[src/rtl/tcr_pkg.sv]
`timescale 1ns / 1ps
// Shared types, constants and trig table for the triangle centroid rotator.
// No dependencies; imported by every rtl module of the block.
package tcr_pkg;

  localparam int ANGLE_W   = 9;
  localparam int REG_W     = 12;
  localparam int CFG_IDX_W = 2;
  localparam int QSIN_W    = 17;
  localparam int QIDX_W    = 7;
  localparam int X_OUT_W   = 14;
  localparam int Y_OUT_W   = 12;
  localparam int NUM_LANES = 3;
  localparam int OUT_FIELD_W = NUM_LANES * (X_OUT_W + Y_OUT_W);
  localparam int OUT_W     = ((OUT_FIELD_W + 7) / 8) * 8;

  localparam logic [ANGLE_W-1:0] DEG_FULL    = 9'd360;
  localparam logic [ANGLE_W-1:0] DEG_HALF    = 9'd180;
  localparam logic [ANGLE_W-1:0] DEG_QUARTER = 9'd90;
  localparam logic [ANGLE_W-1:0] DEG_3QUART  = DEG_HALF + DEG_QUARTER;
  localparam logic [QIDX_W-1:0]  QIDX_MAX    = 7'd90;

  localparam int CENTROID_DIV = 3;

  localparam logic [REG_W-1:0] TOOLBAR_RST = 12'd50;
  localparam logic [REG_W-1:0] WINDOW_RST  = 12'd650;
  localparam logic [REG_W-1:0] STATUS_RST  = 12'd50;
  localparam logic [X_OUT_W-1:0] X_OUT_MAX = 14'h3FFF;

  typedef enum logic [CFG_IDX_W-1:0] {
    REG_TOOLBAR = 2'd0,
    REG_WINDOW  = 2'd1,
    REG_STATUS  = 2'd2
  } reg_idx_e;

  typedef struct packed {
    logic [REG_W-1:0] toolbar_height;
    logic [REG_W-1:0] window_height;
    logic [REG_W-1:0] status_bar_height;
  } cfg_t;

  typedef struct packed {
    logic en_mul;
    logic en_sum;
  } lane_ctl_t;

  typedef struct packed {
    logic              neg;
    logic [QIDX_W-1:0] idx;
  } trig_idx_t;

  localparam logic [QSIN_W-1:0] QSIN [0:90] = '{
    17'd0,     17'd1144,  17'd2287,  17'd3430,  17'd4572,  17'd5712,  17'd6850,
    17'd7987,  17'd9121,  17'd10252, 17'd11380, 17'd12505, 17'd13626, 17'd14742,
    17'd15855, 17'd16962, 17'd18064, 17'd19161, 17'd20252, 17'd21336, 17'd22415,
    17'd23486, 17'd24550, 17'd25607, 17'd26656, 17'd27697, 17'd28729, 17'd29753,
    17'd30767, 17'd31772, 17'd32768, 17'd33754, 17'd34729, 17'd35693, 17'd36647,
    17'd37590, 17'd38521, 17'd39441, 17'd40348, 17'd41243, 17'd42126, 17'd42995,
    17'd43852, 17'd44695, 17'd45525, 17'd46341, 17'd47143, 17'd47930, 17'd48703,
    17'd49461, 17'd50203, 17'd50931, 17'd51643, 17'd52339, 17'd53020, 17'd53684,
    17'd54332, 17'd54963, 17'd55578, 17'd56175, 17'd56756, 17'd57319, 17'd57865,
    17'd58393, 17'd58903, 17'd59396, 17'd59870, 17'd60326, 17'd60764, 17'd61183,
    17'd61584, 17'd61966, 17'd62328, 17'd62672, 17'd62997, 17'd63303, 17'd63589,
    17'd63856, 17'd64104, 17'd64332, 17'd64540, 17'd64729, 17'd64898, 17'd65048,
    17'd65177, 17'd65287, 17'd65376, 17'd65446, 17'd65496, 17'd65526, 17'd65536
  };

  function automatic logic [QSIN_W-1:0] quarter_sine(input logic [QIDX_W-1:0] idx);
    logic [QSIN_W-1:0] v;
    if (idx > QIDX_MAX) v = '0;
    else v = QSIN[idx];
    return v;
  endfunction

  // Map an angle in 0..359 degrees to a quarter-wave index and sign.
  function automatic trig_idx_t trig_map(input logic [ANGLE_W-1:0] d);
    trig_idx_t t;
    logic [ANGLE_W-1:0] i;
    if (d <= DEG_QUARTER) begin
      i = d;
      t.neg = 1'b0;
    end else if (d <= DEG_HALF) begin
      i = DEG_HALF - d;
      t.neg = 1'b0;
    end else if (d <= DEG_3QUART) begin
      i = d - DEG_HALF;
      t.neg = 1'b1;
    end else begin
      i = DEG_FULL - d;
      t.neg = 1'b1;
    end
    t.idx = i[QIDX_W-1:0];
    return t;
  endfunction

endpackage

[src/rtl/tcr_lane.sv]
`timescale 1ns / 1ps
// One rotation lane: corner offset, four products, sums and truncation toward zero.
// Two pipeline stages stepped by the top level; depends on tcr_pkg.
module tcr_lane #(
  parameter int COORD_BITS     = 12,
  parameter int TRIG_FRAC_BITS = 16
) (
  input  logic                             clk_i,
  input  tcr_pkg::lane_ctl_t               ctl_i,
  input  logic [COORD_BITS-1:0]            px_i,
  input  logic [COORD_BITS-1:0]            py_i,
  input  logic [COORD_BITS-1:0]            cx_i,
  input  logic [COORD_BITS-1:0]            cy_i,
  input  logic signed [TRIG_FRAC_BITS+1:0] sin_i,
  input  logic signed [TRIG_FRAC_BITS+1:0] cos_i,
  output logic [COORD_BITS-1:0]            px_o,
  output logic [COORD_BITS-1:0]            py_o,
  output logic signed [COORD_BITS+3:0]     nx_o,
  output logic signed [COORD_BITS+3:0]     ny_o
);
  import tcr_pkg::*;

  localparam int CB  = COORD_BITS;
  localparam int F   = TRIG_FRAC_BITS;
  localparam int P_W = CB + F + 3;
  localparam int N_W = P_W + 1;
  localparam int R_W = N_W - F;

  function automatic logic signed [R_W-1:0] trunc_div(input logic signed [N_W-1:0] n);
    logic [N_W-1:0] mag;
    logic [R_W-1:0] q;
    mag = n[N_W-1] ? -n : n;
    q   = mag[N_W-1:F];
    return n[N_W-1] ? -$signed(q) : $signed(q);
  endfunction

  logic signed [CB:0]    dx, dy;
  logic signed [P_W-1:0] dxc_q, dys_q, dxs_q, dyc_q;
  logic [CB-1:0]         px3_q, py3_q, cx3_q, cy3_q, px4_q, py4_q;
  logic signed [N_W-1:0] sum_x, sum_y;
  logic signed [R_W-1:0] nx_d, ny_d, nx_q, ny_q;

  assign dx = $signed({1'b0, px_i}) - $signed({1'b0, cx_i});
  assign dy = $signed({1'b0, py_i}) - $signed({1'b0, cy_i});

  always_comb begin
    sum_x = N_W'(dxc_q) - N_W'(dys_q) + (N_W'($signed({1'b0, cx3_q})) <<< F);
    sum_y = N_W'(dxs_q) + N_W'(dyc_q) + (N_W'($signed({1'b0, cy3_q})) <<< F);
    nx_d  = trunc_div(sum_x);
    ny_d  = trunc_div(sum_y);
  end

  always_ff @(posedge clk_i) begin
    if (ctl_i.en_mul) begin
      dxc_q <= P_W'(dx) * P_W'(cos_i);
      dys_q <= P_W'(dy) * P_W'(sin_i);
      dxs_q <= P_W'(dx) * P_W'(sin_i);
      dyc_q <= P_W'(dy) * P_W'(cos_i);
      px3_q <= px_i;
      py3_q <= py_i;
      cx3_q <= cx_i;
      cy3_q <= cy_i;
    end
    if (ctl_i.en_sum) begin
      nx_q  <= nx_d;
      ny_q  <= ny_d;
      px4_q <= px3_q;
      py4_q <= py3_q;
    end
  end

  assign px_o = px4_q;
  assign py_o = py4_q;
  assign nx_o = nx_q;
  assign ny_o = ny_q;

endmodule

[config.mk]
export PLATFORM = sky130hd
export DESIGN_NAME = tcr_lane
export DESIGN_NICKNAME = d
export VERILOG_FILES = /design/src/rtl/tcr_pkg.sv /design/src/rtl/tcr_lane.sv
export SDC_FILE = /design/constraint.sdc
export NUM_CORES = 2
export LEC_CHECK = 0
export ABC_AREA = 0
export CAP_MARGIN = 20
export CELL_PAD_IN_SITES_DETAIL_PLACEMENT = 1
export CELL_PAD_IN_SITES_GLOBAL_PLACEMENT = 1
export CORE_AREA = 2 2 324 326
export DETAILED_ROUTE_END_ITERATION = 16
export DIE_AREA = 0 0 326 328
export DONT_BUFFER_PORTS = 1
export GPL_TIMING_DRIVEN = 0
export PLACE_DENSITY = 0.83
export REMOVE_ABC_BUFFERS = 1
export SYNTH_ARGS = -nofsm -noshare
export SYNTH_HDL_FRONTEND = slang
export SYNTH_SLANG_ARGS = --single-unit
[constraint.sdc]
create_clock -name clk_i -period 12.4 [get_ports clk_i]
set_clock_uncertainty 0.05 [all_clocks]
set_input_delay 0.62 -clock clk_i [delete_from_list [all_inputs] [get_ports clk_i]]
set_output_delay 0.62 -clock clk_i [all_outputs]
set_load 0.005 [all_outputs]
==> impl_results.md <==
- Run status: completed
- RSZ-0062 raised after global routing: false
- Crit Path Max Fanout: 37
- IO buf count: 0
- Synth warn: 0
- Reg2Reg Setup Slack: between 6000 and 7000 ps
- Setup TNS: 0 ps
- Post-cts sizing count: 0
- Min-Delay Path Depth: 0
- Total grt overflow: 0
- Crit-path most repeated cell: fa_1
- CP Data Arrival Time: between 10000 and 15000 ps
- Reg-to-Reg Start: dxc_q[16]
- Clk sink count: 228
- Post-Synth XOR/XNOR Area: 0.0406
- # Max-Cap Violations: 0
- Total vias in the final route: ~33k
- Die span in y: around 330 um
- IO Pins: between 100 and 150
- Global placement routability congestion: about 0.9
- Mux share of post-synthesis cell area: 0.00227
- Compound-Gate Fraction of Synth Area: 0.0655
- EDFF count, synth: between 200 and 250
- Vias/cell: ~5.5
- Slew of the pin with the lowest slew margin: 995 ps
- CP endpoint kind: flop
- Fin crit share: 0.853
- Sequential area share after synthesis: 0.148
- Routed Antenna Nets: 0
- Crit path depth: 37
- Pins Over Slew Limit: 0
- Worst reg2reg path depth: 19
- Final net count: 6028
- Vias in the first global route: between 30k and 40k
- Avg Cell Area, Syn: around 9.8 um2
- Initial antenna violation count: 2
- Commonest non-fill, non-tap cell in the layout: inv_1
- FMAX: between 90 and 100 MHz
- FFs w/ async S/R, synth: 0
- Hold Startpoint: py_i[9]
- Final HPWL DP: 107000 um
- WL final: 134000 um
- Crit start category: primary input
- Die area: 107000 um2
- Clock transition at the registers of the reported paths: 70 ps
- CP peak stage delay: 560 ps
- Core Area: between 100000 and 150000 um2
- Mapped Cells: 4721
- Pin count of the biggest net entering global routing: roughly 170
- Final hold violation count: 0
- Area Growth Syn to Fin: 6.16%
- Clock Tree Buf Depth: 3
- Seq cells post-synth: 228
- Starting DRT DRC Count: 1581
- CTS tree: built
- Adder and majority cell fraction of the synthesized area: 0.504
- DRC: 0
- Hold-fix buffers, CTS: 0
- Hold/Removal Path Class: primary input to flop
- WL/cell: around 22 um
- Family with the most delay on the worst path: compound AO/OA/AOI/OAI gates
- Worst skew pair latency: a little over 600 ps
- Std cell rows: 118
- Synth Flop Type: edfxtp_1
- Reg2reg end: nx_o[14]
- First-pass iteration count of the detailed router: 5
- Total Routing Usage GR: 0.259
- Setup bufs post-CTS: 0
- Slew Limit Headroom: 0.336
- CP required: 12670 ps
- Worst path bufs/invs: 5
- CTS H-tree lvls: 1
- Simple-gate area share of the yosys netlist: 0.150
- Die Width: approximately 330 um
- Synth cell types: between 90 and 100
- Share of cells above drive strength 1: 0.0378
- Total CTS buffers: 29
- Clk root buf: clkbuf_16
- Max stage delay cell, worst path: o41ai_1
- Mapped cell area: ~46000 um2
- CP Class: primary input to flop
- Starting Density: 0.449
- Tmin final: around 11000 ps
- Final setup violation count: 0
- Hold endpoint: py3_q[9]
- Highest-count cells in the layout ignoring fill and taps: inv_1, fa_1, nand2_1
- Largest family of logic cells by synthesized area: adder cells
- First-pass GRT wire length: between 200000 and 250000 um
-- sequential cells by signal, summed over array words and instances (netlist names), 16 cells and up --
register	cells
dxc_q	31
dxs_q	31
dyc_q	31
dys_q	31
nx_o	16
ny_o	16
-- cells in the mapped netlist, types with 6 or more instances --
cell type / n / area share
inv_1: 927 / 0.075
fa_1: 896 / 0.39
nand2_1: 554 / 0.045
ha_1: 432 / 0.12
and2_1: 265 / 0.036
edfxtp_1: 228 / 0.15
nor2_1: 169 / 0.014
clkbuf_1: 163 / 0.013
xnor2_1: 158 / 0.030
a21oi_1: 117 / 0.013
nor2b_1: 99 / 0.013
nand2b_1: 89 / 0.012
o21ai_0: 75 / 0.0081
a21o_1: 63 / 0.010
xor2_1: 53 / 0.010
nor3_1: 43 / 0.0046
nand3_1: 41 / 0.0044
or2_2: 33 / 0.0045
and3_1: 25 / 0.0034
nand4_1: 23 / 0.0031
a211oi_1: 19 / 0.0031
o21bai_1: 18 / 0.0029
a21boi_0: 16 / 0.0026
o21a_1: 16 / 0.0026
a31oi_1: 14 / 0.0019
o211ai_1: 12 / 0.0019
o21ai_1: 10 / 0.0011
or3_1: 10 / 0.0014
and4_1: 8 / 0.0015
a211o_1: 7 / 0.0013
a2111oi_0: 6 / 0.0011
buf_2: 6 / 0.00065
mux2i_1: 6 / 0.0013
nand3b_1: 6 / 0.00097
nor4_1: 6 / 0.00081
o211a_1: 6 / 0.0013
o31ai_1: 6 / 0.00097
-- logic make-up after synthesis --
logic type,after synthesis
flops,228
fa+ha+maj,1328
xor+xnor,213
simple gates,1399
mux,10
buf+inv,1099
compound gates,444
-- worst max path at each step --
stage | from | endpoint | slack, ps
floorplan | py_i[0] | dyc_q[30] | 2820
global placement | py_i[0] | dyc_q[30] | 210
detailed placement | py_i[0] | dyc_q[30] | 1310
CTS | py_i[0] | dyc_q[30] | 1800
global route | py_i[0] | dyc_q[30] | 1120
finish | py_i[0] | dyc_q[30] | 1820
-- through the flow --
| step | util | setup WS, ps | area [um2] | cells | hold slack [ps] |
|---|---|---|---|---|---|
| floorplan | - | 2820 | 45700 | 4549 | 350 |
| global placement | 0.459 | 214 | 47400 | 5929 | 351 |
| detailed placement | 0.467 | 1310 | 48200 | 5962 | 356 |
| CTS | 0.476 | 1800 | 49200 | 6013 | 15.1 |
| global route | 0.476 | 1120 | 49200 | 6013 | 25.1 |
| finish | 0.477 | 1820 | 49200 | 6015 | 46.6 |
-- final cells by class --
| cell class | instances | area, um2 |
|---|---|---|
| repair buffers | 33 | 623 |
| clock inverters | 18 | 234 |
| multi-input cells | 3394 | 35500 |
| flip-flops and latches | 228 | 6850 |
| well taps | 1380 | 1730 |
| clock buffers | 33 | 741 |
| fillers | 11500 | 54000 |
| diodes | 2 | 5.00 |
| inverters | 927 | 3480 |
-- layer usage --
| layer | wire (um) | GRT usage | up-vias |
|---|---|---|---|
| met5 | 0 | 0 | - |
| met4 | 7370 | 0.129 | 0 |
| met3 | 5810 | 0.0278 | 363 |
| met2 | 70700 | 0.478 | 929 |
| met1 | 50100 | 0.297 | 17600 |
| li1 | - | - | 14400 |
Power is left out: the tool's default activity adds up to more than one toggle a clock period on the data nets, which glitch-free logic cannot reach.
