## src/rtl/tcr_pkg.sv

```systemverilog
`timescale 1ns / 1ps
// Shared types, constants and trig table for the triangle centroid rotator.
// No dependencies; imported by every rtl module of the block.
package tcr_pkg;

  localparam int ANGLE_W   = 9;
  localparam int REG_W     = 12;
  localparam int CFG_IDX_W = 2;
  localparam int QSIN_W    = 17;
  localparam int QIDX_W    = 7;
  localparam int X_OUT_W   = 14;
  localparam int Y_OUT_W   = 12;
  localparam int NUM_LANES = 3;
  localparam int OUT_FIELD_W = NUM_LANES * (X_OUT_W + Y_OUT_W);
  localparam int OUT_W     = ((OUT_FIELD_W + 7) / 8) * 8;

  localparam logic [ANGLE_W-1:0] DEG_FULL    = 9'd360;
  localparam logic [ANGLE_W-1:0] DEG_HALF    = 9'd180;
  localparam logic [ANGLE_W-1:0] DEG_QUARTER = 9'd90;
  localparam logic [ANGLE_W-1:0] DEG_3QUART  = DEG_HALF + DEG_QUARTER;
  localparam logic [QIDX_W-1:0]  QIDX_MAX    = 7'd90;

  localparam int CENTROID_DIV = 3;

  localparam logic [REG_W-1:0] TOOLBAR_RST = 12'd50;
  localparam logic [REG_W-1:0] WINDOW_RST  = 12'd650;
  localparam logic [REG_W-1:0] STATUS_RST  = 12'd50;
  localparam logic [X_OUT_W-1:0] X_OUT_MAX = 14'h3FFF;

  typedef enum logic [CFG_IDX_W-1:0] {
    REG_TOOLBAR = 2'd0,
    REG_WINDOW  = 2'd1,
    REG_STATUS  = 2'd2
  } reg_idx_e;

  typedef struct packed {
    logic [REG_W-1:0] toolbar_height;
    logic [REG_W-1:0] window_height;
    logic [REG_W-1:0] status_bar_height;
  } cfg_t;

  typedef struct packed {
    logic en_mul;
    logic en_sum;
  } lane_ctl_t;

  typedef struct packed {
    logic              neg;
    logic [QIDX_W-1:0] idx;
  } trig_idx_t;

  localparam logic [QSIN_W-1:0] QSIN [0:90] = '{
    17'd0,     17'd1144,  17'd2287,  17'd3430,  17'd4572,  17'd5712,  17'd6850,
    17'd7987,  17'd9121,  17'd10252, 17'd11380, 17'd12505, 17'd13626, 17'd14742,
    17'd15855, 17'd16962, 17'd18064, 17'd19161, 17'd20252, 17'd21336, 17'd22415,
    17'd23486, 17'd24550, 17'd25607, 17'd26656, 17'd27697, 17'd28729, 17'd29753,
    17'd30767, 17'd31772, 17'd32768, 17'd33754, 17'd34729, 17'd35693, 17'd36647,
    17'd37590, 17'd38521, 17'd39441, 17'd40348, 17'd41243, 17'd42126, 17'd42995,
    17'd43852, 17'd44695, 17'd45525, 17'd46341, 17'd47143, 17'd47930, 17'd48703,
    17'd49461, 17'd50203, 17'd50931, 17'd51643, 17'd52339, 17'd53020, 17'd53684,
    17'd54332, 17'd54963, 17'd55578, 17'd56175, 17'd56756, 17'd57319, 17'd57865,
    17'd58393, 17'd58903, 17'd59396, 17'd59870, 17'd60326, 17'd60764, 17'd61183,
    17'd61584, 17'd61966, 17'd62328, 17'd62672, 17'd62997, 17'd63303, 17'd63589,
    17'd63856, 17'd64104, 17'd64332, 17'd64540, 17'd64729, 17'd64898, 17'd65048,
    17'd65177, 17'd65287, 17'd65376, 17'd65446, 17'd65496, 17'd65526, 17'd65536
  };

  function automatic logic [QSIN_W-1:0] quarter_sine(input logic [QIDX_W-1:0] idx);
    logic [QSIN_W-1:0] v;
    if (idx > QIDX_MAX) v = '0;
    else v = QSIN[idx];
    return v;
  endfunction

  // Map an angle in 0..359 degrees to a quarter-wave index and sign.
  function automatic trig_idx_t trig_map(input logic [ANGLE_W-1:0] d);
    trig_idx_t t;
    logic [ANGLE_W-1:0] i;
    if (d <= DEG_QUARTER) begin
      i = d;
      t.neg = 1'b0;
    end else if (d <= DEG_HALF) begin
      i = DEG_HALF - d;
      t.neg = 1'b0;
    end else if (d <= DEG_3QUART) begin
      i = d - DEG_HALF;
      t.neg = 1'b1;
    end else begin
      i = DEG_FULL - d;
      t.neg = 1'b1;
    end
    t.idx = i[QIDX_W-1:0];
    return t;
  endfunction

endpackage

```

## src/rtl/tcr_front.sv

```systemverilog
`timescale 1ns / 1ps
// Front end: angle reduction, coordinate sums, centroid by reciprocal and sin/cos lookup.
// Two pipeline stages; depends on tcr_pkg.
module tcr_front #(
  parameter int COORD_BITS     = 12,
  parameter int TRIG_FRAC_BITS = 16
) (
  input  logic                        clk_i,
  input  logic                        rst_ni,
  input  logic                        s_valid_i,
  output logic                        s_ready_o,
  input  logic [tcr_pkg::ANGLE_W-1:0] angle_i,
  input  logic [COORD_BITS-1:0]       px_i [tcr_pkg::NUM_LANES],
  input  logic [COORD_BITS-1:0]       py_i [tcr_pkg::NUM_LANES],
  output logic                        valid_o,
  input  logic                        ready_i,
  output logic [COORD_BITS-1:0]       px_o [tcr_pkg::NUM_LANES],
  output logic [COORD_BITS-1:0]       py_o [tcr_pkg::NUM_LANES],
  output logic [COORD_BITS-1:0]       cx_o,
  output logic [COORD_BITS-1:0]       cy_o,
  output logic signed [TRIG_FRAC_BITS+1:0] sin_o,
  output logic signed [TRIG_FRAC_BITS+1:0] cos_o
);
  import tcr_pkg::*;

  localparam int CB     = COORD_BITS;
  localparam int F      = TRIG_FRAC_BITS;
  localparam int SUM_W  = CB + 2;
  localparam int K      = SUM_W + 1;
  localparam int PROD_W = SUM_W + K;
  localparam int RECIP  = (2 ** K + 2) / CENTROID_DIV;
  localparam logic [K-1:0] RECIP_C = K'(RECIP);
  localparam int UP     = (F >= 16) ? F - 16 : 0;
  localparam int DN     = (F < 16) ? 16 - F : 1;
  localparam int WIDE_W = 26;

  function automatic logic [F:0] scale_mag(input logic [QSIN_W-1:0] q);
    logic [WIDE_W-1:0] w;
    if (F >= 16) w = WIDE_W'(q) << UP;
    else w = (WIDE_W'(q) + (WIDE_W'(1) << (DN - 1))) >> DN;
    return w[F:0];
  endfunction

  logic                 v1_q, v2_q, rdy1, rdy2;
  logic [ANGLE_W-1:0]   a_red, rot_d, rot_q, cos_arg;
  logic [SUM_W-1:0]     sx_d, sy_d, sx_q, sy_q;
  logic [CB-1:0]        px1_q [NUM_LANES];
  logic [CB-1:0]        py1_q [NUM_LANES];
  logic [CB-1:0]        px2_q [NUM_LANES];
  logic [CB-1:0]        py2_q [NUM_LANES];
  logic [PROD_W-1:0]    prod_x, prod_y;
  logic [CB-1:0]        cx_d, cy_d, cx_q, cy_q;
  trig_idx_t            sin_t, cos_t;
  logic [F:0]           sin_mag, cos_mag;
  logic signed [F+1:0]  sin_d, cos_d, sin_q, cos_q;

  assign rdy2      = !v2_q || ready_i;
  assign rdy1      = !v1_q || rdy2;
  assign s_ready_o = rdy1;

  always_comb begin
    a_red = (angle_i >= DEG_FULL) ? angle_i - DEG_FULL : angle_i;
    rot_d = (a_red == '0) ? '0 : DEG_FULL - a_red;
    sx_d  = SUM_W'(px_i[0]) + SUM_W'(px_i[1]) + SUM_W'(px_i[2]);
    sy_d  = SUM_W'(py_i[0]) + SUM_W'(py_i[1]) + SUM_W'(py_i[2]);
  end

  always_comb begin
    cos_arg = (rot_q >= DEG_3QUART) ? rot_q - DEG_3QUART : rot_q + DEG_QUARTER;
    sin_t   = trig_map(rot_q);
    cos_t   = trig_map(cos_arg);
    sin_mag = scale_mag(quarter_sine(sin_t.idx));
    cos_mag = scale_mag(quarter_sine(cos_t.idx));
    sin_d   = sin_t.neg ? -$signed({1'b0, sin_mag}) : $signed({1'b0, sin_mag});
    cos_d   = cos_t.neg ? -$signed({1'b0, cos_mag}) : $signed({1'b0, cos_mag});
    prod_x  = {{K{1'b0}}, sx_q} * {{SUM_W{1'b0}}, RECIP_C};
    prod_y  = {{K{1'b0}}, sy_q} * {{SUM_W{1'b0}}, RECIP_C};
    cx_d    = prod_x[K +: CB];
    cy_d    = prod_y[K +: CB];
  end

  always_ff @(posedge clk_i or negedge rst_ni) begin
    if (!rst_ni) begin
      v1_q <= 1'b0;
      v2_q <= 1'b0;
    end else begin
      if (rdy1) v1_q <= s_valid_i;
      if (rdy2) v2_q <= v1_q;
    end
  end

  always_ff @(posedge clk_i) begin
    if (rdy1) begin
      rot_q <= rot_d;
      sx_q  <= sx_d;
      sy_q  <= sy_d;
      px1_q <= px_i;
      py1_q <= py_i;
    end
    if (rdy2) begin
      px2_q <= px1_q;
      py2_q <= py1_q;
      cx_q  <= cx_d;
      cy_q  <= cy_d;
      sin_q <= sin_d;
      cos_q <= cos_d;
    end
  end

  assign valid_o = v2_q;
  assign px_o    = px2_q;
  assign py_o    = py2_q;
  assign cx_o    = cx_q;
  assign cy_o    = cy_q;
  assign sin_o   = sin_q;
  assign cos_o   = cos_q;

  a_stage2_hold: assert property (@(posedge clk_i) disable iff (!rst_ni)
    v2_q && !ready_i |=> v2_q)
    else $error("front stage 2 dropped a stalled request");
  a_empty_ready: assert property (@(posedge clk_i) disable iff (!rst_ni)
    !v1_q |-> s_ready_o)
    else $error("front refused a request while stage 1 empty");

endmodule

```

## config.mk

```make
export PLATFORM = sky130hd
export DESIGN_NAME = tcr_front
export DESIGN_NICKNAME = d
export VERILOG_FILES = /design/src/rtl/tcr_pkg.sv /design/src/rtl/tcr_front.sv
export SDC_FILE = /design/constraint.sdc
export NUM_CORES = 1
export LEC_CHECK = 0
export ABC_CLOCK_PERIOD_IN_PS = 9600
export BUFFER_PORTS_ARGS = -buffer_cell sky130_fd_sc_hd__buf_2
export CORE_MARGIN = 1
export CORE_UTILIZATION = 45
export CTS_BUF_LIST = sky130_fd_sc_hd__clkbuf_2 sky130_fd_sc_hd__clkbuf_4 sky130_fd_sc_hd__clkbuf_8
export DETAILED_ROUTE_END_ITERATION = 8
export HOLD_SLACK_MARGIN = 0.12
export PLACE_DENSITY_LB_ADDON = 0.3
export SLEW_MARGIN = 10
export SYNTH_ARGS = -nofsm -noshare
export SYNTH_HDL_FRONTEND = slang
export SYNTH_SLANG_ARGS = --single-unit
```

## constraint.sdc

```tcl
create_clock -name clk_i -period 9.6 [get_ports clk_i]
set_input_delay 0.48 -clock clk_i [delete_from_list [all_inputs] [get_ports clk_i]]
set_output_delay 0.48 -clock clk_i [all_outputs]
set_load 0.005 [all_outputs]
```

==> impl_metrics.csv <==
group,metric,value,unit
finish,nFillCells,4247,
grt,grt_max_degree,76,
detailed_routing,ant_nets,0,
floorplan,start_util,45.72,%
status,run_status,"finished, final reports clean",
synthesis,synth_top_area_cell,"edfxtp_1",
synthesis,yosysWarnings,0,
worst_setup_path,critPathMaxStageDelay,0.88,ns
floorplan,row_count,80,
detailed_routing,drc_errors,0,
worst_setup_path,slowest_stage,"edfxtp_1",
synthesis,synth_edf_count,241,
worst_setup_path,endpoint_kind,"flip-flop",
detailed_routing,wl_per_cell,21.39,um
detailed_routing,totalWireLength,63570,um
clock_tree,cts.sinks,243,
synthesis,async_flop_share,0.8230,%
worst_setup_path,cp.required,9.93,ns
grt,antenna_found_initial,4,
grt,grtUsageTotal,25.41,%
place,dpl_cell_area,0.02338,sq mm
worst_setup_path,criticalPathCategory,"reg2reg",
sta,period_share,73.37,%
sta,finalHoldViolCount,0,
run,cap_violations,0,
place,dp_hpwl,46740,um
sta,slew_headroom,25.30,%
finish,num-nets-final,2788,
worst_setup_path,crit_path_cell_trace,"inv_2 -> ha_1 -> a211o_1 -> a21oi_1 -> o21ai_2 -> nor3_2 -> nand3_1 -> nand3_1 -> mux2_2 -> inv_2 -> ha_1 -> clkinv_1 -> nand2_1 -> nor4_1 -> a21o_1 -> a221oi_1 -> o22ai_1 -> o221ai_1 -> or3_4 -> nor3_4 -> a31oi_1 -> xnor2_1",
finish,area_growth,14.24,%
worst_setup_path,cp_max_fo,27,
worst_setup_path,crit_buf_inv,3,
clock_tree,clk_path_buf_depth,3,
synthesis,yosys.area.top_type_share,33.08,%
grt,grt_first_pass_wirelength,98710,um
detailed_routing,avgViaCountPerCell,5.896,
worst_setup_path,crit_arrival,7.38,ns
detailed_routing,dr.pass1.iters,6,
worst_setup_path,critPathLaunchType,"flip-flop",
clock_tree,cts_resized,0,
detailed_routing,vias,17522,
sta,report.final.setup_viol,0,
synthesis,syn_avg_cell_area,10.56,sq um
synthesis,synth_area_leaders,"edfxtp_1, ha_1, fa_1",
clock_tree,cts_tree,"yes",
synthesis,yosysSeqAreaShare,33.31,%
sta,fin_ws,2.556,ns
synthesis,syn_area,0.02188,sq mm
grt,grt_overflow,0,
clock_tree,postCtsHoldBufs,70,
clock_tree,clkLatencyLatePin,0.62,ns
clock_tree,post-cts-setup-buffer-count,0,
synthesis,ys_ff_latch,243,
clock_tree,cts_buffers,41,
floorplan,die_x,222.5,um
grt,grt_pass1_vias,17799,
floorplan,core,0.04785,sq mm
place,gp_congestion,0.9284,
sta,maxSlewViolCount,0,
worst_setup_path,crit_family,"compound AO/OA/AOI/OAI gates",
floorplan,boundaryPins,219,
sta,period_needed,7.044,ns
finish,layout-drive-gt1-share,16.55,%
sta,fin_worst_skew,0.03009,ns
synthesis,syn_nets,2533,
finish,regArea,0.007287,sq mm
clock_tree,cts_root_buffer,"clkbuf_8",
hold_path,hold_class,"in2reg",
finish,finalInstanceArea,0.02499,sq mm
sta,rsz0062_at_grt,"no",
synthesis,synthCells,2072,
floorplan,die_h,222.5,um
place,port_buffers,218,
sta,tns,0,ns
sta,fmax,0.1420,GHz
finish,multi_input_area,0.01306,sq mm
clock_tree,path_clk_slew,0.08,ns
clock_tree,cts_max_level,2,
synthesis,synth-main-ff-cell,"edfxtp_1",
detailed_routing,drt_iter0_markers,1758,
synthesis,synth_cell_types,109,
floorplan,dieArea,0.04950,sq mm
place,pre_cts_ws,2.741,ns
sta,worst_pin_slew,1.116,ns
[metal layers]
metal	global-route usage (%)	share of wire, %
met1	33.63	43
met2	41.23	47
met3	4.695	7.0
met4	9.900	3.7
met5	0	0.041
[state kept, by name, indices dropped and copies added, names as in the netlist]
| signal | flops |
|---|---|
| cos_o | 18 |
| cx_o | 12 |
| cy_o | 12 |
| px1_q | 36 |
| px_o | 36 |
| py1_q | 36 |
| py_o | 36 |
| rot_q | 9 |
| sin_o | 18 |
| sx_q | 14 |
| sy_q | 14 |
| v1_q | 1 |
| valid_o | 1 |
[final cells by class]
type | count | share of cell area, %
antenna | 1 | 0.01001
clock buffer | 52 | 2.588
clock inverter | 20 | 1.041
inverter | 268 | 4.035
multi-input combinational | 1463 | 52.26
sequential | 243 | 29.16
tap | 615 | 3.079
timing repair buffer | 310 | 7.831
[final timing paths]
path / cells after the start / endpoint / slack (ns) / from
max: 22 / cos_o[15]$_DFFE_PP_ / 2.56 / rot_q[3]$_SDFFCE_PN0P_
min: 1 / py1_q[8]$_DFFE_PP_ / 0.16 / py_i[8]
max reg2reg: 22 / cos_o[15]$_DFFE_PP_ / 2.56 / rot_q[3]$_SDFFCE_PN0P_
min reg2reg: 0 / py_o[6]$_DFFE_PP_ / 0.41 / py1_q[6]$_DFFE_PP_
max in group asynchronous: 2 / v1_q$_DFFE_PN0P_ / 9.30 / rst_ni
min in group asynchronous: 2 / valid_o$_DFFE_PN0P_ / 0.21 / rst_ni
[kinds of logic (layout without fill, tap and decap cells)]
kind of cell	count (synthesis)	in the layout	share of synthesized area (%)
AOI/OAI and AO/OA	551	551	17.99
xor gates and xnor gates	99	99	4.032
adders and majority gates	376	376	26.24
buffers and inverters	366	650	7.201
DFF	243	243	33.31
muxes	36	36	2.133
other	0	1	0
and+or+nand+nor	401	401	9.088
[cells in the final DEF (no fill, tap or decap), types with 26 or more instances in the layout]
master	n
clkbuf_8	41
xnor2_1	68
o21ai_0	96
nand2_1	111
dlygate4sd3_1	70
edfxtp_1	241
nor3_1	38
a211oi_1	41
inv_1	261
ha_1	238
a21oi_1	118
o211ai_1	33
fa_1	138
xor2_1	27
nor2_1	114
a21o_1	26
buf_2	218
nand3_1	26
[per-stage QoR]
step	utilization, %	hold slack [ns]	std cells
finish	52.23	0.1598	2972
global placement	48.87	0.2652	2829
detailed placement	48.87	0.2667	2829
global route	52.23	0.1317	2972
CTS	52.23	0.1225	2971
floorplan	-	0.1844	2072
[synthesized netlist by cell type, types with 8 or more instances]
library cell  number
inv_1            261
edfxtp_1         241
ha_1             238
fa_1             138
a21oi_1          118
nor2_1           116
nand2_1          111
o21ai_0           96
xnor2_1           69
a211oi_1          41
nor3_1            38
buf_2             33
o211ai_1          33
clkbuf_1          30
xor2_1            28
a21o_1            26
nand3_1           26
a31oi_1           23
mux2i_1           23
buf_4             20
and2_1            14
a311oi_1          13
nand2b_1          13
a211o_1           12
a221oi_1          12
nor2b_1           11
o22ai_1           11
nand4_1           10
o21a_1            10
o21ai_1           10
and3_1             9
o221ai_1           9
o31ai_1            9
or3_1              9
a211oi_2           8
buf_6              8
mux4_2             8
Power is left out: the tool's default activity adds up to more than one toggle a clock period on the data nets, which glitch-free logic cannot reach.
