<file path="src/rtl/tcr_pkg.sv">
`timescale 1ns / 1ps
// Shared types, constants and trig table for the triangle centroid rotator.
// No dependencies; imported by every rtl module of the block.
package tcr_pkg;

  localparam int ANGLE_W   = 9;
  localparam int REG_W     = 12;
  localparam int CFG_IDX_W = 2;
  localparam int QSIN_W    = 17;
  localparam int QIDX_W    = 7;
  localparam int X_OUT_W   = 14;
  localparam int Y_OUT_W   = 12;
  localparam int NUM_LANES = 3;
  localparam int OUT_FIELD_W = NUM_LANES * (X_OUT_W + Y_OUT_W);
  localparam int OUT_W     = ((OUT_FIELD_W + 7) / 8) * 8;

  localparam logic [ANGLE_W-1:0] DEG_FULL    = 9'd360;
  localparam logic [ANGLE_W-1:0] DEG_HALF    = 9'd180;
  localparam logic [ANGLE_W-1:0] DEG_QUARTER = 9'd90;
  localparam logic [ANGLE_W-1:0] DEG_3QUART  = DEG_HALF + DEG_QUARTER;
  localparam logic [QIDX_W-1:0]  QIDX_MAX    = 7'd90;

  localparam int CENTROID_DIV = 3;

  localparam logic [REG_W-1:0] TOOLBAR_RST = 12'd50;
  localparam logic [REG_W-1:0] WINDOW_RST  = 12'd650;
  localparam logic [REG_W-1:0] STATUS_RST  = 12'd50;
  localparam logic [X_OUT_W-1:0] X_OUT_MAX = 14'h3FFF;

  typedef enum logic [CFG_IDX_W-1:0] {
    REG_TOOLBAR = 2'd0,
    REG_WINDOW  = 2'd1,
    REG_STATUS  = 2'd2
  } reg_idx_e;

  typedef struct packed {
    logic [REG_W-1:0] toolbar_height;
    logic [REG_W-1:0] window_height;
    logic [REG_W-1:0] status_bar_height;
  } cfg_t;

  typedef struct packed {
    logic en_mul;
    logic en_sum;
  } lane_ctl_t;

  typedef struct packed {
    logic              neg;
    logic [QIDX_W-1:0] idx;
  } trig_idx_t;

  localparam logic [QSIN_W-1:0] QSIN [0:90] = '{
    17'd0,     17'd1144,  17'd2287,  17'd3430,  17'd4572,  17'd5712,  17'd6850,
    17'd7987,  17'd9121,  17'd10252, 17'd11380, 17'd12505, 17'd13626, 17'd14742,
    17'd15855, 17'd16962, 17'd18064, 17'd19161, 17'd20252, 17'd21336, 17'd22415,
    17'd23486, 17'd24550, 17'd25607, 17'd26656, 17'd27697, 17'd28729, 17'd29753,
    17'd30767, 17'd31772, 17'd32768, 17'd33754, 17'd34729, 17'd35693, 17'd36647,
    17'd37590, 17'd38521, 17'd39441, 17'd40348, 17'd41243, 17'd42126, 17'd42995,
    17'd43852, 17'd44695, 17'd45525, 17'd46341, 17'd47143, 17'd47930, 17'd48703,
    17'd49461, 17'd50203, 17'd50931, 17'd51643, 17'd52339, 17'd53020, 17'd53684,
    17'd54332, 17'd54963, 17'd55578, 17'd56175, 17'd56756, 17'd57319, 17'd57865,
    17'd58393, 17'd58903, 17'd59396, 17'd59870, 17'd60326, 17'd60764, 17'd61183,
    17'd61584, 17'd61966, 17'd62328, 17'd62672, 17'd62997, 17'd63303, 17'd63589,
    17'd63856, 17'd64104, 17'd64332, 17'd64540, 17'd64729, 17'd64898, 17'd65048,
    17'd65177, 17'd65287, 17'd65376, 17'd65446, 17'd65496, 17'd65526, 17'd65536
  };

  function automatic logic [QSIN_W-1:0] quarter_sine(input logic [QIDX_W-1:0] idx);
    logic [QSIN_W-1:0] v;
    if (idx > QIDX_MAX) v = '0;
    else v = QSIN[idx];
    return v;
  endfunction

  // Map an angle in 0..359 degrees to a quarter-wave index and sign.
  function automatic trig_idx_t trig_map(input logic [ANGLE_W-1:0] d);
    trig_idx_t t;
    logic [ANGLE_W-1:0] i;
    if (d <= DEG_QUARTER) begin
      i = d;
      t.neg = 1'b0;
    end else if (d <= DEG_HALF) begin
      i = DEG_HALF - d;
      t.neg = 1'b0;
    end else if (d <= DEG_3QUART) begin
      i = d - DEG_HALF;
      t.neg = 1'b1;
    end else begin
      i = DEG_FULL - d;
      t.neg = 1'b1;
    end
    t.idx = i[QIDX_W-1:0];
    return t;
  endfunction

endpackage

</file>
<file path="src/rtl/tcr_merge.sv">
`timescale 1ns / 1ps
// Merge stage: window checks on every lane, accept or fall back, output register.
// Depends on tcr_pkg.
module tcr_merge #(
  parameter int COORD_BITS = 12
) (
  input  logic                          clk_i,
  input  logic                          rst_ni,
  input  tcr_pkg::cfg_t                 cfg_i,
  input  logic                          valid_i,
  output logic                          ready_o,
  input  logic [COORD_BITS-1:0]         px_i [tcr_pkg::NUM_LANES],
  input  logic [COORD_BITS-1:0]         py_i [tcr_pkg::NUM_LANES],
  input  logic signed [COORD_BITS+3:0]  nx_i [tcr_pkg::NUM_LANES],
  input  logic signed [COORD_BITS+3:0]  ny_i [tcr_pkg::NUM_LANES],
  output logic                          out_valid_o,
  input  logic                          out_ready_i,
  output logic [tcr_pkg::OUT_W-1:0]     out_data_o,
  output logic                          out_ok_o
);
  import tcr_pkg::*;

  localparam int R_W   = COORD_BITS + 4;
  localparam int CMP_W = ((R_W > X_OUT_W) ? R_W : X_OUT_W) + 1;

  logic signed [CMP_W-1:0]  top, bottom, xmax, nx_c, ny_c;
  logic [NUM_LANES-1:0]     bad;
  logic                     ok_d, ok_q, out_valid_q;
  logic [X_OUT_W-1:0]       rx [NUM_LANES];
  logic [Y_OUT_W-1:0]       ry [NUM_LANES];
  logic [OUT_W-1:0]         data_d, data_q;

  assign ready_o = !out_valid_q || out_ready_i;

  always_comb begin
    top    = CMP_W'($signed({1'b0, cfg_i.toolbar_height}));
    bottom = CMP_W'($signed({1'b0, cfg_i.window_height}))
           - CMP_W'($signed({1'b0, cfg_i.status_bar_height}));
    xmax   = CMP_W'($signed({1'b0, X_OUT_MAX}));
    nx_c   = '0;
    ny_c   = '0;
    for (int k = 0; k < NUM_LANES; k++) begin
      nx_c   = CMP_W'(nx_i[k]);
      ny_c   = CMP_W'(ny_i[k]);
      bad[k] = (ny_c <= top) || (ny_c >= bottom) || (nx_c < 0) || (ny_c < 0)
            || (nx_c > xmax);
    end
    ok_d = (bad == '0);
    for (int k = 0; k < NUM_LANES; k++) begin
      rx[k] = ok_d ? X_OUT_W'(nx_i[k]) : X_OUT_W'(px_i[k]);
      ry[k] = ok_d ? Y_OUT_W'(ny_i[k]) : Y_OUT_W'(py_i[k]);
    end
    data_d = OUT_W'({ry[2], rx[2], ry[1], rx[1], ry[0], rx[0]});
  end

  always_ff @(posedge clk_i or negedge rst_ni) begin
    if (!rst_ni) out_valid_q <= 1'b0;
    else if (ready_o) out_valid_q <= valid_i;
  end

  always_ff @(posedge clk_i) begin
    if (valid_i && ready_o) begin
      data_q <= data_d;
      ok_q   <= ok_d;
    end
  end

  assign out_valid_o = out_valid_q;
  assign out_data_o  = data_q;
  assign out_ok_o    = ok_q;

  a_load: assert property (@(posedge clk_i) disable iff (!rst_ni)
    valid_i && ready_o |=> out_valid_q)
    else $error("merge lost a request");
  a_drain: assert property (@(posedge clk_i) disable iff (!rst_ni)
    out_valid_q && out_ready_i && !valid_i |=> !out_valid_q)
    else $error("merge repeated a result");

endmodule

</file>
<file path="config.mk">
export PLATFORM = sky130hd
export DESIGN_NAME = tcr_merge
export DESIGN_NICKNAME = d
export VERILOG_FILES = /design/src/rtl/tcr_pkg.sv /design/src/rtl/tcr_merge.sv
export SDC_FILE = /design/constraint.sdc
export NUM_CORES = 1
export LEC_CHECK = 0
export BUFFER_PORTS_ARGS = -buffer_cell sky130_fd_sc_hd__buf_2
export CAP_MARGIN = 20
export CORE_ASPECT_RATIO = 0.9
export CORE_MARGIN = 10
export CORE_UTILIZATION = 35
export CTS_BUF_LIST = sky130_fd_sc_hd__clkbuf_8
export DETAILED_ROUTE_END_ITERATION = 8
export MAX_ROUTING_LAYER = met4
export PLACE_DENSITY = 0.66
export SLEW_MARGIN = 5
export SYNTH_ARGS = -nofsm -noshare
export SYNTH_HDL_FRONTEND = slang
export SYNTH_SLANG_ARGS = --single-unit
</file>
<file path="constraint.sdc">
create_clock -name clk_i -period 2.6 [get_ports clk_i]
set_input_delay 0.52 -clock clk_i [delete_from_list [all_inputs] [get_ports clk_i]]
set_output_delay 0.52 -clock clk_i [all_outputs]
set_load 0.01 [all_outputs]
</file>
==> results of run 1 <==
[worst max-delay path: stages]
cell and delay, ns:
buf_6 0.09, inv_4 0.05, ha_4 0.14, fa_2 0.20, nand2b_4 0.14, a21oi_4 0.06
a21o_1 0.20, o21a_1 0.19, o21a_1 0.19, o21ai_4 0.23, nand2b_4 0.12, buf_6 0.13
ha_4 0.22, and4_4 0.15, a2bb2oi_2 0.12, nand4_1 0.14, a311oi_2 0.25, or4b_1 0.47
or4_4 0.43, nor4_2 0.17, and3_4 0.27, and2_1 0.13
[final timing paths]
check	depth (start not counted)	endpoint	from	slack (ns)
min in group asynchronous	2	out_valid_o	rst_ni	0.46
max reg2reg	3	out_data_o[17]	out_valid_o	1.11
min reg2reg	2	out_valid_o	out_valid_o	0.54
min	2	out_valid_o	valid_i	0.37
max	22	out_data_o[38]	cfg_i[12]	-1.81
max in group asynchronous	2	out_valid_o	rst_ni	2.06
[cells by family after synthesis]
group,Yosys count,share of synthesized area (%)
fa+ha+maj,94,19.89
simple gates,121,11.59
buf+inv,45,3.175
compound gates,91,9.882
mux,73,13.79
flops,80,40.29
other cells,1,0.06302
xor+xnor,9,1.325
[layout make-up]
class                      count  area share, %
tap                          211          2.736
clock buffer                   9          1.284
sequential                    80          24.85
multi-input combinational    391          41.23
inverter                      35          1.388
antenna                        1        0.02594
clock inverter                 7         0.9986
timing repair buffer         416          27.49
[flip-flops by register name, indices dropped and copies added (netlist names)]
name,count
out_data_o,78
out_ok_o,1
out_valid_o,1
[report_power, final]
part	total, mW	switching, mW	internal (mW)	leakage (nW)
sequential	1.51	0.0156	1.50	0.767
clock	1.02	0.479	0.544	0.108
combinational	1.41	0.664	0.747	3.98
total	3.95	1.16	2.79	4.85
[layer usage]
metal	vias up	GRT usage [%]	routed length [µm]	part of all wire (%)
met5	-	-	0	0
met4	0	3.982	260	1.2
met3	20	4.183	1800	8.0
met2	220	32.17	11070	49
met1	2718	22.40	9269	41
li1	2816	-	-	-
[cells in the final DEF, fill, tap and decap left out, types with 11 or more instances in the layout]
cell,count
nand4_1,17
buf_4,109
a21oi_1,26
edfxtp_1,79
ha_4,15
nand2b_1,11
nand2_1,14
inv_1,33
nand3_1,13
a21o_1,13
ha_1,78
buf_2,287
mux2_4,70
[what timing repair did]
item,CTS,global route
resized for setup,108,23
buffers inserted,11,4
hold buffers,1,0
pin swaps,5,27
gates cloned,9,1
hold endpoints to repair,1,0
setup endpoints to repair,79,79
[metrics by stage]
step	utilization [%]	power [mW]
2_1_floorplan	-	2.164
3_3_place_gp	51.10	2.775
3_5_place_dp	51.10	2.797
4_1_cts	56.71	3.919
5_1_grt	57.50	4.177
6_report	57.50	3.947
==> flow_summary.json, run 1 <==
{
  "status": "finished, violations left",
  "violations": "setup timing",
  "synth_most_common_cell": "ha_1",
  "core_area_um2": 16780,
  "dr.pass1.iters": 4,
  "max_freq_mhz": 226.9,
  "drive_above_1_share_pct": 59.17,
  "worst_setup_path_end_kind": "flip-flop",
  "routedWlPerCell_um": 19.48,
  "regArea_um2": 2397,
  "die_y_um": 143.7,
  "preCtsSetupSlack_ns": -2.260,
  "final_cell_area_um2": 9648,
  "dpl_cell_area_um2": 8574,
  "tns_ns": -135.31,
  "io_pins": 291,
  "clock_skew_ns": 0.01166,
  "wirelength_mm": 22.40,
  "ir_drop_uv": 341.1,
  "synth_edf_count": 79,
  "synthDistinctLibCells": 47,
  "fin_hold_ws_ns": 0.3652,
  "synth_warnings": 0,
  "dpl.cell_count": 1109,
  "cts_tree": "done",
  "grt_overflow": 0,
  "num_rows": 45,
  "fin_crit_sh_pct": 169.5,
  "viasPerCell": 5.021,
  "portBuffers": 288,
  "synthTopCellsByCount": "ha_1, edfxtp_1, mux2_1",
  "routabilityCongestion": 0.8688,
  "worstPathMaxFanout": 7,
  "cts_buffer_depth": 2,
  "dieWidth_um": 157.4,
  "yosysSeqAreaShare_pct": 40.29,
  "worstSetupStartpointType": "input port",
  "syn_area_um2": 5951,
  "fillers": 1422,
  "syn_area_per_cell_um2": 11.58,
  "initial_core_util_pct": 35.47,
  "synth_seq_cells": 80,
  "drv_slew": 0,
  "dieArea_um2": 22620,
  "synthFlopType": "edfxtp_1",
  "finalHoldViolCount": 0,
  "power.density_nw_per_um2": 409.1,
  "num_vias": 5774,
  "htreeDepth": 3,
  "postRouteAntennaNets": 0,
  "critical_path_required_ns": 2.82,
  "multi_input_area_um2": 3978,
  "crit_type": "in2reg",
  "drc": 0,
  "cap_viol_max_count": 0,
  "synthCells": 514,
  "fin_cells": 1150,
  "worstPathArrival_ns": 4.62,
  "first_global_vias": 5838,
  "grt_max_degree": 44,
  "rsz0062_at_grt": "yes",
  "synth_top_area_share_pct": 39.87,
  "cts_buffers": 9,
  "insertion_delay_ns": 0.35,
  "root_buffer": "clkbuf_8",
  "fin_nets": 1235,
  "first_iter_violations": 256,
  "fin_ws_ns": -1.807,
  "antenna_found_initial": 1,
  "cts_num_sinks": 80,
  "grtUsageTotal_pct": 18.85,
  "grt_first_pass_wirelength_mm": 32.07,
  "clkTransAtPathRegs_ns": 0.09,
  "cellLeakagePower_nw": 4.854,
  "min_path_type": "in2reg",
  "yosys-top-cells-area": "edfxtp_1, ha_1, mux2_1, a21oi_1, inv_1",
  "period_minus_slack_ns": 4.407,
  "synth_top_cell_by_area": "edfxtp_1",
  "async_flop_share_pct": 1.250,
  "finalSetupViolCount": 79,
  "area.growth.synth_to_final_pct": 62.13,
  "dp_hpwl_mm": 17.98
}
Power figures use the tool's default switching activity.
==> run 2, diff against run 1 <==
--- a/config.mk
+++ b/config.mk
@@ -12,7 +12,7 @@
 export CORE_UTILIZATION = 35
 export CTS_BUF_LIST = sky130_fd_sc_hd__clkbuf_8
 export DETAILED_ROUTE_END_ITERATION = 8
-export MAX_ROUTING_LAYER = met4
+export HOLD_SLACK_MARGIN = 0.15
 export PLACE_DENSITY = 0.66
 export SLEW_MARGIN = 5
 export SYNTH_ARGS = -nofsm -noshare
==> constraint.sdc (replaced) <==
create_clock -name clk_i -period 3.7 [get_ports clk_i]
set_input_delay 0.74 -clock clk_i [delete_from_list [all_inputs] [get_ports clk_i]]
set_output_delay 0.74 -clock clk_i [all_outputs]
set_load 0.01 [all_outputs]
==> run 2 against run 1 <==
  * Sequential power shrank 30%
  * Total power shrank 32%
  * Final cell count shrank 4.3%
  * Critical endpoint is now out_data_o[62]
  * First-iteration DRC count shrank 11%
  * The run still ends with setup timing left
  * Clock skew shrank 0.0020 ns
  * Flip-flop and latch count is the same
==> flow_summary.json, run 2 (same netlist as run 1, synthesis figures left out) <==
{
  "status": "finished, violations left",
  "violations": "setup timing",
  "fin_cells": 1101,
  "area.growth.synth_to_final_pct": 50.69,
  "tightest_slew_ns": 0.7307,
  "cts_buffer_depth": 2,
  "fin_crit_sh_pct": 122.5,
  "worstPathMaxFanout": 12,
  "first_iter_violations": 227,
  "finalSetupViolCount": 79,
  "viasPerCell": 4.973,
  "grtUsageTotal_pct": 17.10,
  "core_area_um2": 16780,
  "insertion_delay_ns": 0.35,
  "grt_first_pass_wirelength_mm": 29.99,
  "postRouteAntennaNets": 0,
  "drive_above_1_share_pct": 52.59,
  "die_y_um": 143.7,
  "regArea_um2": 2397,
  "cts_buffers": 9,
  "fillers": 1479,
  "clkTransAtPathRegs_ns": 0.09,
  "routedWlPerCell_um": 19.53,
  "htreeDepth": 3,
  "worst_slew_margin_rel_pct": 51.28,
  "max_freq_mhz": 220.7,
  "io_pins": 291,
  "critical_path_required_ns": 3.80,
  "largest_reg_flops": 78,
  "fin_ws_ns": -0.8320,
  "grt_overflow": 0,
  "worst_setup_path_end_kind": "flip-flop",
  "cts_tree": "done",
  "first_global_vias": 5587,
  "final_cell_mix": "buf_2, ha_1, edfxtp_1",
  "root_buffer": "clkbuf_8",
  "period_minus_slack_ns": 4.532,
  "cap_viol_max_count": 0,
  "dpl.cell_count": 1068,
  "num_rows": 45,
  "dr.pass1.iters": 4,
  "wirelength_mm": 21.50,
  "clock_skew_ns": 0.009613,
  "final_util_pct": 53.45,
  "ir_drop_uv": 197.5,
  "fin_hold_ws_ns": 0.5456,
  "portBuffers": 288,
  "cts_num_sinks": 80,
  "dp_hpwl_mm": 17.77,
  "fin_nets": 1185,
  "mostFrequentLayoutCell": "buf_2",
  "routabilityCongestion": 0.8627,
  "crit_type": "in2reg",
  "antenna_found_initial": 5,
  "initial_core_util_pct": 35.47,
  "num_vias": 5475,
  "grt_max_degree": 53,
  "cellLeakagePower_nw": 4.392,
  "multi_input_area_um2": 3804,
  "rsz0062_at_grt": "yes",
  "worstPathArrival_ns": 4.63,
  "power.density_nw_per_um2": 300.9,
  "dieArea_um2": 22620,
  "worstSetupStartpointType": "input port",
  "finalHoldViolCount": 0,
  "drv_slew": 0,
  "min_path_type": "reg2reg",
  "preCtsSetupSlack_ns": -1.409,
  "drc": 0,
  "dieWidth_um": 157.4
}
==> run 2: final cells by class <==
type	instances	share of cell area (%)
Clock buffer	10	1.535
Antenna cell	2	0.05581
Sequential cell	80	26.73
Inverter	35	1.493
Multi-Input combinational cell	391	42.42
Tap cell	211	2.944
Timing Repair Buffer	366	23.82
Clock inverter	6	1.005
==> run 2: report_power, final <==
group          switching, mW  internal (mW)  leakage [nW]
sequential            0.0113           1.05         0.767
combinational          0.433          0.455          3.51
clock                  0.343          0.402         0.113
total                  0.788           1.91          4.39
==> run 2: through the flow <==
step           TNS [ns]  cell area (µm²)  total power [mW]
6_report         -63.51             8967             2.698
5_1_grt          -79.28             8965             2.854
4_1_cts          -63.56             8643             2.683
3_5_place_dp    -103.88             8267             1.924
3_3_place_gp     -97.58             8267             1.909
2_1_floorplan    -62.07             6135             1.522
==> run 2: path summary, 6_finish.rpt <==
check | from | to | slack, ns | cells after the start
max | cfg_i[12] | out_data_o[62] | -0.83 | 24
max reg2reg | out_valid_o | out_data_o[60] | 1.91 | 3
min | out_valid_o | out_valid_o | 0.55 | 2
min in group asynchronous | rst_ni | out_valid_o | 0.67 | 2
min reg2reg | out_valid_o | out_valid_o | 0.55 | 2
max in group asynchronous | rst_ni | out_valid_o | 2.95 | 2
==> run 2: what timing repair did <==
action	CTS	global route
hold buffers	1	0
setup buffers	4	5
pin swaps	2	18
endpoints found under the setup margin	79	79
endpoints found under the hold margin	1	0
cloned	1	4
resized for setup	26	45
==> run 2: worst max-delay path: stages <==
cell and delay, ns:
buf_6 0.07, inv_4 0.03, ha_4 0.15, fa_2 0.38, nand2b_4 0.16, a21oi_4 0.16
a21o_1 0.14, o21a_1 0.13, o21a_1 0.15, o21ai_4 0.08, nand2b_4 0.17, ha_4 0.22
nand4_1 0.14, a2bb2oi_2 0.13, nand4_1 0.13, a311oi_2 0.31, buf_4 0.16, nand3b_1 0.09
nor3_2 0.12, and3_4 0.21, nand4_4 0.08, buf_12 0.17, clkbuf_16 0.18, mux2_1 0.31
==> run 2: layer usage <==
layer | track usage, % | share of wire, %
met4 | 4.031 | 1.2
met1 | 20.01 | 41
met3 | 4.063 | 7.4
met5 | 0 | 0.098
met2 | 30.79 | 50
